$ cat src/design/spo_pkg.sv
// shared types, constants and ring lookup for the stepper position tracker
`default_nettype none

package spo_pkg;

	localparam int NUM_MOTORS = 8;
	localparam int MOTOR_W    = $clog2(NUM_MOTORS);
	localparam int POS_W      = 9;
	localparam int PAT_W      = 4;

	localparam logic [POS_W-1:0] SPAN_REEL = 9'd96;
	localparam logic [POS_W-1:0] SPAN_DICE = 9'd288;

	// configuration register indexes
	localparam logic [1:0] REG_INDEX_START   = 2'd0;
	localparam logic [1:0] REG_INDEX_LENGTH  = 2'd1;
	localparam logic [1:0] REG_INDEX_PATTERN = 2'd2;
	localparam logic [1:0] REG_DICE_MASK     = 2'd3;

	localparam logic [0:0] REQ_UPDATE = 1'b0;
	localparam logic [0:0] REQ_RESET  = 1'b1;

	// marks a pattern that is not on the half-step ring
	localparam logic [3:0] RING_NONE = 4'd8;

	typedef struct packed {
		logic [PAT_W-1:0] cur;
		logic [PAT_W-1:0] prev;
		logic [POS_W-1:0] pos;
		logic             optic;
	} spo_entry_t;

	typedef struct packed {
		logic [POS_W-1:0]      index_start;
		logic [POS_W-1:0]      index_length;
		logic [PAT_W-1:0]      index_pattern;
		logic [NUM_MOTORS-1:0] dice_mask;
	} spo_cfg_t;

	// place of a coil pattern on the ring 1,9,8,A,2,6,4,5
	function automatic logic [3:0] ring_place(input logic [PAT_W-1:0] pat);
		logic [3:0] place;
		begin
			case (pat)
				4'h1:    place = 4'd0;
				4'h9:    place = 4'd1;
				4'h8:    place = 4'd2;
				4'hA:    place = 4'd3;
				4'h2:    place = 4'd4;
				4'h6:    place = 4'd5;
				4'h4:    place = 4'd6;
				4'h5:    place = 4'd7;
				default: place = RING_NONE;
			endcase
			return place;
		end
	endfunction

	function automatic logic signed [2:0] ring_delta(input logic [PAT_W-1:0] from_pat,
			input logic [PAT_W-1:0] to_pat);
		logic [3:0]        a;
		logic [3:0]        b;
		logic [2:0]        d;
		logic signed [2:0] res;
		begin
			a = ring_place(from_pat);
			b = ring_place(to_pat);
			d = b[2:0] - a[2:0];
			res = 3'sd0;
			if (!a[3] && !b[3]) begin
				case (d)
					3'd1:    res = 3'sd1;
					3'd2:    res = 3'sd2;
					3'd7:    res = -3'sd1;
					3'd6:    res = -3'sd2;
					default: res = 3'sd0;
				endcase
			end
			return res;
		end
	endfunction

endpackage

`default_nettype wire

$ cat src/design/spo_state_mem.sv
// per-motor state memory with valid bits and write-to-read forwarding
`default_nettype none

module spo_state_mem
	import spo_pkg::*;
(
	input  wire logic               clk,
	input  wire logic               arst_n,
	input  wire logic               rd_en,
	input  wire logic [MOTOR_W-1:0] rd_addr,
	output spo_entry_t              rd_entry,
	input  wire logic               wr_en,
	input  wire logic [MOTOR_W-1:0] wr_addr,
	input  wire spo_entry_t         wr_entry
);

	spo_entry_t            mem [NUM_MOTORS];
	spo_entry_t            rd_data_q;
	logic                  rd_valid_q;
	logic [NUM_MOTORS-1:0] valid_q;
	logic                  fwd;

	assign fwd = wr_en && (wr_addr == rd_addr);

	always_ff @(posedge clk or negedge arst_n) begin
		if (!arst_n) begin
			valid_q    <= '0;
			rd_valid_q <= 1'b0;
		end else begin
			if (wr_en) begin
				valid_q[wr_addr] <= 1'b1;
			end
			if (rd_en) begin
				rd_valid_q <= fwd || valid_q[rd_addr];
			end
		end
	end

	always_ff @(posedge clk) begin
		if (wr_en) begin
			mem[wr_addr] <= wr_entry;
		end
		if (rd_en) begin
			// a write to the same motor in this cycle wins over the stored word
			rd_data_q <= fwd ? wr_entry : mem[rd_addr];
		end
	end

	// never-written motors read as the all-zero reset state
	assign rd_entry = rd_valid_q ? rd_data_q : '0;

endmodule

`default_nettype wire

$ cat src/design/spo_update.sv
// step update: pattern history, ring delta, span wrap and optic window
`default_nettype none

module spo_update
	import spo_pkg::*;
(
	input  wire spo_cfg_t           cfg,
	input  wire logic               req_type,
	input  wire logic [MOTOR_W-1:0] motor,
	input  wire logic [PAT_W-1:0]   pattern,
	input  wire spo_entry_t         old_entry,
	output spo_entry_t              new_entry,
	output logic                    moved
);

	logic [PAT_W-1:0]   prev_next;
	logic signed [2:0]  delta;
	logic [POS_W-1:0]   span;
	logic signed [10:0] sum;
	logic signed [10:0] span_s;
	logic [POS_W-1:0]   pos_wrapped;
	logic [POS_W:0]     win_hi;
	spo_entry_t         cand;
	logic               pat_ok;
	logic               in_win;

	assign prev_next = (old_entry.cur != '0) ? old_entry.cur : old_entry.prev;
	assign delta     = ring_delta(prev_next, pattern);
	assign span      = cfg.dice_mask[motor] ? SPAN_DICE : SPAN_REEL;
	assign span_s    = $signed({2'b00, span});
	assign sum       = $signed({2'b00, old_entry.pos}) + $signed({{8{delta[2]}}, delta});

	always_comb begin
		if (sum > span_s) begin
			pos_wrapped = POS_W'(sum - span_s);
		end else if (sum < 11'sd0) begin
			pos_wrapped = POS_W'(sum + span_s);
		end else begin
			pos_wrapped = POS_W'(sum);
		end
	end

	assign win_hi = {1'b0, cfg.index_start} + {1'b0, cfg.index_length};

	always_comb begin
		cand       = old_entry;
		cand.optic = 1'b0;
		moved      = 1'b0;
		new_entry  = old_entry;
		if (req_type == REQ_RESET) begin
			cand      = '0;
			new_entry = cand;
		end else if (old_entry.cur != pattern) begin
			cand.cur  = pattern;
			cand.prev = prev_next;
			cand.pos  = pos_wrapped;
			new_entry = cand;
			new_entry.pos   = old_entry.pos;
			new_entry.optic = old_entry.optic;
			if (delta != 3'sd0) begin
				moved     = 1'b1;
				new_entry = cand;
			end
		end
		in_win = ({1'b0, cand.pos} >= {1'b0, cfg.index_start}) &&
			({1'b0, cand.pos} < win_hi);
		pat_ok = (cfg.index_pattern == '0) || (cand.cur == cfg.index_pattern) ||
			((cand.cur == '0) && (cand.prev == cfg.index_pattern));
		// optic is only refreshed on a reset request or an actual step
		if ((req_type == REQ_RESET) || moved) begin
			new_entry.optic = in_win && pat_ok;
		end
	end

endmodule

`default_nettype wire

$ cat src/design/stepper_position_and_index_optic.sv
// top level: request stage, state memory read-modify-write and result register
// a request waits in the request stage while its state memory read is registered,
// then the result register takes its update unless res_stall holds it; throughput:
// one request per cycle unless stalled, set by the single read-modify-write of the
// per-motor state memory, with a write-to-read bypass for the same motor
// reset: config registers return to defaults, memory valid bits clear so every
// motor reads as zero state at once (no clearing pass)
`default_nettype none

module stepper_position_and_index_optic
	import spo_pkg::*;
(
	input  wire logic               clk,
	input  wire logic               arst_n,
	input  wire logic               cfg_we,
	input  wire logic [1:0]         cfg_index,
	input  wire logic [POS_W-1:0]   cfg_data,
	input  wire logic               req_valid,
	output logic                    req_stall,
	input  wire logic               req_type,
	input  wire logic [MOTOR_W-1:0] motor_id,
	input  wire logic [PAT_W-1:0]   coil_pattern,
	output logic                    res_valid,
	input  wire logic               res_stall,
	output logic [MOTOR_W-1:0]      motor_out,
	output logic [POS_W-1:0]        step_position,
	output logic                    optic_lit,
	output logic                    moved
);

	spo_cfg_t           cfg_q;
	logic               v_s1;
	logic               req_type_s1;
	logic [MOTOR_W-1:0] motor_s1;
	logic [PAT_W-1:0]   pattern_s1;
	logic               res_valid_q;
	logic               accept;
	logic               advance;
	spo_entry_t         old_entry;
	spo_entry_t         new_entry;
	logic               moved_next;

	always_ff @(posedge clk or negedge arst_n) begin
		if (!arst_n) begin
			cfg_q.index_start   <= 9'd16;
			cfg_q.index_length  <= 9'd8;
			cfg_q.index_pattern <= 4'h9;
			cfg_q.dice_mask     <= '0;
		end else if (cfg_we) begin
			unique case (cfg_index)
				REG_INDEX_START:   cfg_q.index_start   <= cfg_data;
				REG_INDEX_LENGTH:  cfg_q.index_length  <= cfg_data;
				REG_INDEX_PATTERN: cfg_q.index_pattern <= cfg_data[PAT_W-1:0];
				REG_DICE_MASK:     cfg_q.dice_mask     <= cfg_data[NUM_MOTORS-1:0];
				default: ;
			endcase
		end
	end

	assign advance   = v_s1 && (!res_valid_q || !res_stall);
	assign req_stall = v_s1 && !advance;
	assign accept    = req_valid && !req_stall;

	always_ff @(posedge clk or negedge arst_n) begin
		if (!arst_n) begin
			v_s1        <= 1'b0;
			res_valid_q <= 1'b0;
		end else begin
			if (accept) begin
				v_s1 <= 1'b1;
			end else if (advance) begin
				v_s1 <= 1'b0;
			end
			if (advance) begin
				res_valid_q <= 1'b1;
			end else if (!res_stall) begin
				res_valid_q <= 1'b0;
			end
		end
	end

	always_ff @(posedge clk) begin
		if (accept) begin
			req_type_s1 <= req_type;
			motor_s1    <= motor_id;
			pattern_s1  <= coil_pattern;
		end
		if (advance) begin
			motor_out     <= motor_s1;
			step_position <= new_entry.pos;
			optic_lit     <= new_entry.optic;
			moved         <= moved_next;
		end
	end

	assign res_valid = res_valid_q;

	spo_state_mem u_mem (
		.clk      (clk),
		.arst_n   (arst_n),
		.rd_en    (accept),
		.rd_addr  (motor_id),
		.rd_entry (old_entry),
		.wr_en    (advance),
		.wr_addr  (motor_s1),
		.wr_entry (new_entry)
	);

	spo_update u_update (
		.cfg       (cfg_q),
		.req_type  (req_type_s1),
		.motor     (motor_s1),
		.pattern   (pattern_s1),
		.old_entry (old_entry),
		.new_entry (new_entry),
		.moved     (moved_next)
	);

endmodule

`default_nettype wire
$ cat config.mk
export PLATFORM = sky130hd
export DESIGN_NAME = stepper_position_and_index_optic
export DESIGN_NICKNAME = d
export VERILOG_FILES = /design/src/design/spo_pkg.sv /design/src/design/spo_state_mem.sv /design/src/design/spo_update.sv /design/src/design/stepper_position_and_index_optic.sv
export SDC_FILE = /design/constraint.sdc
export NUM_CORES = 1
export LEC_CHECK = 0
export ABC_AREA = 1
export BUFFER_PORTS_ARGS = -buffer_cell sky130_fd_sc_hd__buf_2
export CORE_ASPECT_RATIO = 1.5
export CORE_MARGIN = 1.5
export CORE_UTILIZATION = 55
export DETAILED_ROUTE_END_ITERATION = 8
export GPL_TIMING_DRIVEN = 0
export PLACE_DENSITY_LB_ADDON = 0.3
export SYNTH_ARGS = -nofsm -noshare
export SYNTH_HDL_FRONTEND = slang
export SYNTH_SLANG_ARGS = --single-unit
$ cat constraint.sdc
create_clock -name clk -period 19.45 [get_ports clk]
set_input_delay 0.9725 -clock clk [delete_from_list [all_inputs] [get_ports clk]]
set_output_delay 0.9725 -clock clk [all_outputs]
set_load 0.01 [all_outputs]
==> impl_metrics.yaml, run 1 <==
outcome:
  status: "finished, final reports clean"
layout:
  synthToLayoutAreaGrowth_pct: 12.4
  multi_input_area_um2: 4160
  n_fill_cell: 1624
  layout_common_cells: "edfxtp_1, nand2_1, o21ai_0"
  layout_commonest_cell: "edfxtp_1"
  fin_util: 0.628
  drive_gt1_frac: 0.131
  fin_area_um2: 12800
  layoutNonFillerInstCount: 1462
  nets: 1253
  ff_latch_area_um2: 6640
  antennaDiodeCount: 0
grt:
  grt_overflow: 0
  grt_max_degree: 42
  antenna_found_initial: 0
  grt_util_all_layers: 0.260
  grt_pass1_vias: 8149
  grt_pass1_wl_um: 42600
flow_run:
  drv_cap: 0
power:
  power.leakage_nw: 5.19
  power_density_nw_per_um2: 118
  power_mw: 1.51
  peakVddDrop_mv: 0.0914
synthesis:
  ys_seq_area_frac: 0.584
  syn_inst: 1105
  ys_types: 51
  synth_fp_nets: 1174
  synth_seq_cells: 229
  avgSynthCellArea_um2: 10.3
  synthArstFlopShare: 0.179
  yosysWarnings: 0
  synthFlopType: "edfxtp_1"
  synth_edf_count: 184
  netlist_area_um2: 11400
setup_path:
  critPathMaxStageDelay_ns: 0.41
  cp.arrival_ns: 8.27
  slowest_stage: "fa_1"
  required_ns: 19.71
  cp_common_cell: "nand2_1"
  critPathKind: "reg -> reg"
  start_kind: "register"
  crit_fanout: 10
  endpoint_kind: "register"
clock_network:
  cts_sinks: 229
  clk_latency_ns: 0.52
  clockBufferDepth: 3
  post_cts_buffers: 0
  clkTransAtPathRegs_ns: 0.07
  cts_buffers: 20
  cts_tree: "done"
  cts-root-buf: "clkbuf_16"
  cts_resized: 0
  cts_hold_buffers: 0
  htreeDepth: 1
route:
  vias: 8459
  highest_layer: "met4"
  route.met3.wl_um: 1780
  initialDrtViolationCount: 922
  vias_per_cell: 5.79
  wl_um: 27700
  remaining_drc_errors: 0
  wl_met1_um: 9790
  wl_per_cell_um: 19.0
  wl_met2_um: 14900
  ant_nets: 0
  first_pass_iters: 6
place:
  io_buffers: 39
  place_area_um2: 12100
  pre_cts_slack_ns: 11.46
  dpl.hpwl_um: 20400
  dp_cells: 1426
  gp_congestion: 0.915
timing:
  setup_ws_ns: 11.45
  min_period_ns: 8.00
  slew_headroom: 0.266
  drv_slew: 0
  clock-skew-final_ns: 0.0296
  setup_viol: 0
  finalSetupTns_ns: 0
  fin_hold_ws_ns: 0.462
  fin_crit_sh: 0.411
  max_clock_freq_mhz: 125
  rsz0062_at_grt: "false"
  worstMarginPinSlew_ns: 1.10
  hold_violations: 0
floorplan:
  core_area_um2: 20300
  die_area_um2: 21500
  chipWidth_um: 120
  fp-row-count: 64
  pin_count: 40
  die_h_um: 179
  initial_core_util: 0.558
min_path:
  hp-class: "reg -> reg"
-- critical path, delay by kind of cell (launching register included) --
family / cells / cell delay [ns]
AO/OA/AOI/OAI: 6 / 1.01
XOR/XNOR: 3 / 1.04
adder cells (fa/ha/maj): 7 / 2.07
buffers and inverters: 9 / 0.72
flip-flops: 1 / 0.37
AND/OR/NAND/NOR: 22 / 2.53
-- synthesized netlist by cell type (all sizes together) (6+ instances only) --
cell type	n	share of area
nand2	198	0.074
edfxtp	184	0.49
o21ai	168	0.075
nor2	109	0.037
inv	108	0.036
ha	40	0.044
clkbuf	37	0.012
dfrtp	37	0.082
nand3	37	0.020
o22ai	34	0.023
a21oi	32	0.015
xor2	21	0.016
o221ai	12	0.0093
or2	10	0.0055
nor4	8	0.0044
xnor2	8	0.0062
nand4	7	0.0039
buf	6	0.0032
-- power by group --
part	switching, mW	total (mW)	internal (mW)
sequential	0.0178	0.614	0.596
clock	0.175	0.408	0.232
combinational	0.324	0.487	0.164
total	0.517	1.51	0.992
-- sequential cells by signal, indices dropped and copies added (netlist names), named ones only --
name	flops
moved	1
optic_lit	1
u_mem.rd_valid_q	1
motor_s1	3
req_type_s1	1
u_mem.valid_q	8
u_mem.mem	144
u_mem.rd_data_q	18
v_s1	1
res_valid	1
motor_out	3
pattern_s1	4
step_position	9
cfg_q	30
-- cell type report --
cell class	count	share of cell area
repair buffers	57	0.0280
clock buffers	21	0.0395
clock inverters	15	0.0135
well taps	264	0.0259
plain buffers	43	0.0137
flip-flops and latches	229	0.520
inverters	112	0.0336
multi-input cells	721	0.326
-- kinds of logic after synthesis --
family                   count (synthesis)  synth area share
flip-flops                             229             0.584
XOR/XNOR                                29            0.0224
adder cells (fa/ha/maj)                 45            0.0529
multiplexers                             1          0.000881
buffers and inverters                  155            0.0532
AO/OA/AOI/OAI                          267             0.136
AND/OR/NAND/NOR                        379             0.151
-- worst paths after layout --
kind / startpoint / end / slack [ns] / cells past startpoint
min in group asynchronous: arst_n / cfg_q[16] / 0.59 / 1
min: motor_s1[0] / motor_out[0] / 0.46 / 0
min reg2reg: motor_s1[0] / motor_out[0] / 0.46 / 0
max: u_mem.rd_valid_q / u_mem.rd_data_q[0] / 11.45 / 47
max in group asynchronous: arst_n / cfg_q[28] / 18.29 / 1
max reg2reg: u_mem.rd_valid_q / u_mem.rd_data_q[0] / 11.45 / 47
-- metal layers --
layer  global-route usage  vias to the layer above
li1                     -                     4000
met1                0.292                     4008
met2                0.493                      363
met3               0.0264                       88
met4                0.120                        0
met5                    0                        -
Note: power is estimated with default switching activity, not from simulation.
==> run 2: changes to the inputs <==
- ABC_AREA: 1 -> 0
- clock period: 19.45 -> 7.4 ns (I/O delays scaled with it)
==> impl_metrics.yaml, run 2 <==
clock_network:
  cts-root-buf: "clkbuf_16"
  clockBufferDepth: 3
  clk_latency_ns: 0.52
  htreeDepth: 1
  cts_buffers: 21
  cts_tree: "done"
  clkTransAtPathRegs_ns: 0.07
  cts_sinks: 229
setup_path:
  r2r_start: "u_mem.rd_data_q[14]"
  required_ns: 7.77
  worst-path-buf-inv: 6
  critPathMaxStageDelay_ns: 0.39
  crit_path_start: "u_mem.rd_data_q[14]"
  cp_common_cell: "ha_1"
  r2r_cells: 42
  cp_num_cells: 42
  crit_fanout: 6
  endpoint_kind: "register"
  slowest_stage: "edfxtp_1"
  path_delay_family: "simple AND/OR/NAND/NOR gates"
  cp-endpoint: "u_mem.mem[7][0]"
  rr_endpoint: "u_mem.mem[7][0]"
  cp.arrival_ns: 8.26
  critPathKind: "reg -> reg"
  start_kind: "register"
  rrSetupSlack_ns: -0.50
layout:
  largest_reg_flops: 144
  nets: 949
  regMostFlops: "u_mem.mem"
  layout_common_cells: "edfxtp_1, nor2_1, buf_2"
  fin_util: 0.658
  layout_commonest_cell: "edfxtp_1"
  synthToLayoutAreaGrowth_pct: 17.2
  reg_top3: "u_mem.mem: 144 flops, cfg_q: 30 flops, u_mem.rd_data_q: 18 flops"
  antennaDiodeCount: 0
  drive_gt1_frac: 0.302
outcome:
  violations: "setup timing"
  status: "finished, violations left"
synthesis:
  yosysWarnings: 0
  syn_inst: 779
  synthTopCellsByArea: "edfxtp_1, dfrtp_1, mux4_2, ha_1, mux2_2"
  yosysTopAreaCell: "edfxtp_1"
  synthArstFlopShare: 0.179
  synthFlopType: "edfxtp_1"
  synth_fp_nets: 848
  synth_seq_cells: 229
  synthTopCellsByCount: "edfxtp_1, nor2_1, ha_1, nand2_1, mux4_2"
  avgSynthCellArea_um2: 14.3
  ys_seq_area_frac: 0.595
  synth_edf_count: 184
  synthDominantCellAreaShare: 0.495
  synth.most_common_cell: "edfxtp_1"
  netlist_area_um2: 11200
  ys_types: 75
place:
  io_buffers: 39
  pre_cts_slack_ns: -1.57
  gp_congestion: 0.844
  dpl.hpwl_um: 17900
grt:
  use_met1: 0.297
  use_met2: 0.468
  grt_busiest_layer: "met2"
  grt_util_all_layers: 0.252
  grt_overflow: 0
  grt_max_degree: 42
  grt_use_met3: 0.0292
  grt_pass1_wl_um: 40400
  grt_pass1_vias: 7316
  antenna_found_initial: 0
timing:
  worstMarginPinSlew_ns: 1.13
  setup_ws_ns: -0.498
  clock-skew-final_ns: 0.0177
  fin_crit_sh: 1.07
  rsz0062_at_grt: "true"
  hold_violations: 0
  setup_viol: 10
  slew_headroom: 0.245
  max_clock_freq_mhz: 127
  min_period_ns: 7.90
  drv_slew: 0
floorplan:
  initial_core_util: 0.562
  fp-row-count: 63
  chipWidth_um: 119
  pin_count: 40
  die_h_um: 177
  die_area_um2: 21200
  core_area_um2: 19900
power:
  power.leakage_nw: 4.88
  power_density_nw_per_um2: 321
  peakVddDrop_mv: 0.234
route:
  initialDrtViolationCount: 463
  vias: 6987
  remaining_drc_errors: 0
  first_pass_iters: 4
  ant_nets: 0
  vias_per_cell: 6.05
  wl_per_cell_um: 22.3
  wl_um: 25800
flow_run:
  drv_cap: 0
min_path:
  hp-class: "in -> async"
## run 2: cell count changes in the layout (fill, tap and decap cells not counted), sizes merged, moves of 35 or more
cell	delta
o21ai	-136
mux2	+35
nand2	-159
inv	-78
mux4	+38
nor2	-52
## run 2: power by group
group	switching, mW	leakage, nW	internal [mW]	total [mW]
Sequential	0.0518	2.21	1.54	1.60
Clock	0.468	0.360	0.684	1.15
Combinational	0.786	2.31	0.669	1.46
## run 2: cells by family after synthesis
| group | after synthesis | share of synthesized area |
|---|---|---|
| compound gates | 113 | 0.0682 |
| buf+inv | 64 | 0.0241 |
| xor+xnor | 34 | 0.0274 |
| fa+ha+maj | 47 | 0.0556 |
| flops | 229 | 0.595 |
| mux | 106 | 0.142 |
| simple gates | 186 | 0.0887 |
## run 2: cell type report
class | instances | area (µm²)
plain buffers | 27 | 133
repair buffers | 80 | 591
flip-flops and latches | 229 | 6640
well taps | 260 | 325
fillers | 1440 | 6790
inverters | 35 | 144
multi-input cells | 486 | 4520
clock buffers | 27 | 567
clock inverters | 11 | 163
## run 2: repair_timing
action,4_1_cts,5_1_grt
pin swaps,31,42
hold buffers,0,0
setup buffers,19,13
setup endpoints to repair,30,21
gates resized for setup,36,23
cloned,1,0
## run 2: stage by stage
step	instance area (µm²)	power [mW]	setup TNS, ns	instances	hold WS (ns)
6_report	13100	4.20	-4.71	1155	0.00875
5_1_grt	13100	4.39	-7.85	1155	0.0229
4_1_cts	12900	4.07	-5.57	1144	0.0133
3_5_place_dp	11800	2.75	-17.38	1087	0.441
3_3_place_gp	11700	2.70	-14.25	1078	0.444
2_1_floorplan	11200	2.44	0	779	0.0744
## run 2: worst min path at each step
stage	start	end	cells past startpoint
4_1_cts	req_type	req_type_s1	1
5_1_grt	req_type	req_type_s1	1
3_3_place_gp	motor_s1[1]	motor_out[1]	0
3_5_place_dp	motor_s1[0]	motor_out[0]	0
6_report	arst_n	cfg_q[13]	1
2_1_floorplan	arst_n	cfg_q[0]	0
## run 2: metal layers
metal / wire (µm) / share of wire
met5: 0 / 0
met4: 1080 / 0.042
met3: 1060 / 0.041
met2: 14000 / 0.54
met1: 9620 / 0.37
## run 2: worst register-to-register path, delay by kind of cell (launching register included)
kind	cells	cell delay, ns
AND/OR/NAND/NOR	12	2.32
AO/OA/AOI/OAI	13	1.96
buffers and inverters	6	0.58
adder cells (fa/ha/maj)	8	2.04
flip-flops	1	0.39
XOR/XNOR	3	0.44
==> run 3: changes to the inputs <==
- SKIP_CTS_REPAIR_TIMING: not set -> 1
==> impl_metrics.yaml, run 3 (synthesis gave the netlist of run 2 again) <==
power:
  peakVddDrop_mv: 0.230
  power_density_nw_per_um2: 322
  power_mw: 4.18
  power.leakage_nw: 4.82
route:
  remaining_drc_errors: 0
  first_pass_iters: 5
  vias_per_cell: 6.05
  initialDrtViolationCount: 504
  ant_nets: 0
  wl_per_cell_um: 22.4
  vias: 6919
  wl_um: 25600
min_path:
  hp-class: "in -> async"
timing:
  hold_violations: 4
  slew_headroom: 0.229
  worstMarginPinSlew_ns: 1.16
  clock-skew-final_ns: 0.0142
  min_period_ns: 8.14
  fin_hold_ws_ns: -0.00290
  setup_viol: 10
  setup_ws_ns: -0.740
  drv_slew: 0
  fin_crit_sh: 1.10
  finalSetupTns_ns: -6.99
  rsz0062_at_grt: "true"
  max_clock_freq_mhz: 123
floorplan:
  pin_count: 40
  fp-row-count: 63
  chipWidth_um: 119
  initial_core_util: 0.562
  die_h_um: 177
  core_area_um2: 19900
  die_area_um2: 21200
layout:
  layout_commonest_cell: "edfxtp_1"
  synthToLayoutAreaGrowth_pct: 16.2
  largest_reg_flops: 144
  regMostFlops: "u_mem.mem"
  ff_latch_area_um2: 6640
  n_fill_cell: 1441
  reg_top3: "u_mem.mem: 144 flops, cfg_q: 30 flops, u_mem.rd_data_q: 18 flops"
  drive_gt1_frac: 0.288
  antennaDiodeCount: 0
  fin_area_um2: 13000
  multi_input_area_um2: 4520
  nets: 938
  layout_common_cells: "edfxtp_1, nor2_1, buf_2"
outcome:
  status: "finished, violations left"
  violations: "hold timing, setup timing"
grt:
  grt_max_degree: 42
  grt_util_all_layers: 0.245
  antenna_found_initial: 0
  grt_pass1_vias: 7131
  grt_overflow: 0
  grt_pass1_wl_um: 39200
setup_path:
  crit_fanout: 10
  critPathMaxStageDelay_ns: 0.57
  critPathKind: "reg -> reg"
  path_delay_family: "simple AND/OR/NAND/NOR gates"
  slowest_stage: "or4b_4"
  worst-path-buf-inv: 4
  endpoint_kind: "register"
  required_ns: 7.71
  cp.arrival_ns: 8.45
  start_kind: "register"
clock_network:
  clk_latency_ns: 0.52
  clockBufferDepth: 3
  cts-root-buf: "clkbuf_16"
  cts_tree: "done"
  clkTransAtPathRegs_ns: 0.07
  htreeDepth: 1
  cts_buffers: 21
  cts_sinks: 229
place:
  gp_congestion: 0.844
  io_buffers: 39
  dpl.hpwl_um: 17900
  place_area_um2: 11800
flow_run:
  drv_cap: 0
run 3: changes by cell type in the layout (fill, tap and decap cells not counted), moves of 2 or more:
cell     before  now
nor4_2        2    0
nor4_4        0    2
ha_1         35   37
ha_4          3    1
buf_4        29   19
buf_6         9    6
o21ai_4       1    3
o21ai_0      25   23
run 3: report_power, final:
group	internal [mW]	leakage [nW]	switching [mW]
clock network	0.684	0.360	0.472
registers	1.54	2.21	0.0514
logic	0.630	2.25	0.798
run 3: through the flow:
stage / worst slack (ns) / hold WS, ns / utilization / cells
finish: -0.740 / -0.00290 / 0.653 / 1144
global route: -1.06 / 0.0215 / 0.653 / 1144
CTS: -1.61 / 0.0133 / 0.633 / 1125
detailed placement: -1.57 / 0.441 / 0.596 / 1087
global placement: -1.45 / 0.444 / 0.589 / 1078
floorplan: 0.0178 / 0.0744 / - / 779
run 3: cell type report:
class	count	share of cell area
inverters	35	0.0107
clock buffers	27	0.0437
flip-flops and latches	229	0.512
clock inverters	11	0.0125
well taps	260	0.0251
repair buffers	67	0.0371
plain buffers	28	0.0103
multi-input cells	487	0.349
run 3: final timing paths:
| check | from | to | slack [ns] | cells past startpoint |
|---|---|---|---|---|
| worst min-delay path | arst_n | cfg_q[13] | -0.003 | 1 |
| worst max register to register | u_mem.rd_data_q[14] | u_mem.mem[3][0] | -0.74 | 37 |
| worst min register to register | motor_s1[0] | motor_out[0] | 0.47 | 0 |
| worst max-delay path | u_mem.rd_data_q[14] | u_mem.mem[3][0] | -0.74 | 37 |
| min in group clk | req_type | req_type_s1 | 0.03 | 1 |
| max in group asynchronous | arst_n | u_mem.valid_q[6] | 6.80 | 1 |
run 3: metal layers:
| layer | routed length (µm) | GRT usage | vias up |
|---|---|---|---|
| met5 | 0 | 0 | - |
| li1 | - | - | 3144 |
| met1 | 9530 | 0.291 | 3491 |
| met3 | 1120 | 0.0276 | 68 |
| met4 | 1030 | 0.0967 | 0 |
| met2 | 13900 | 0.454 | 216 |
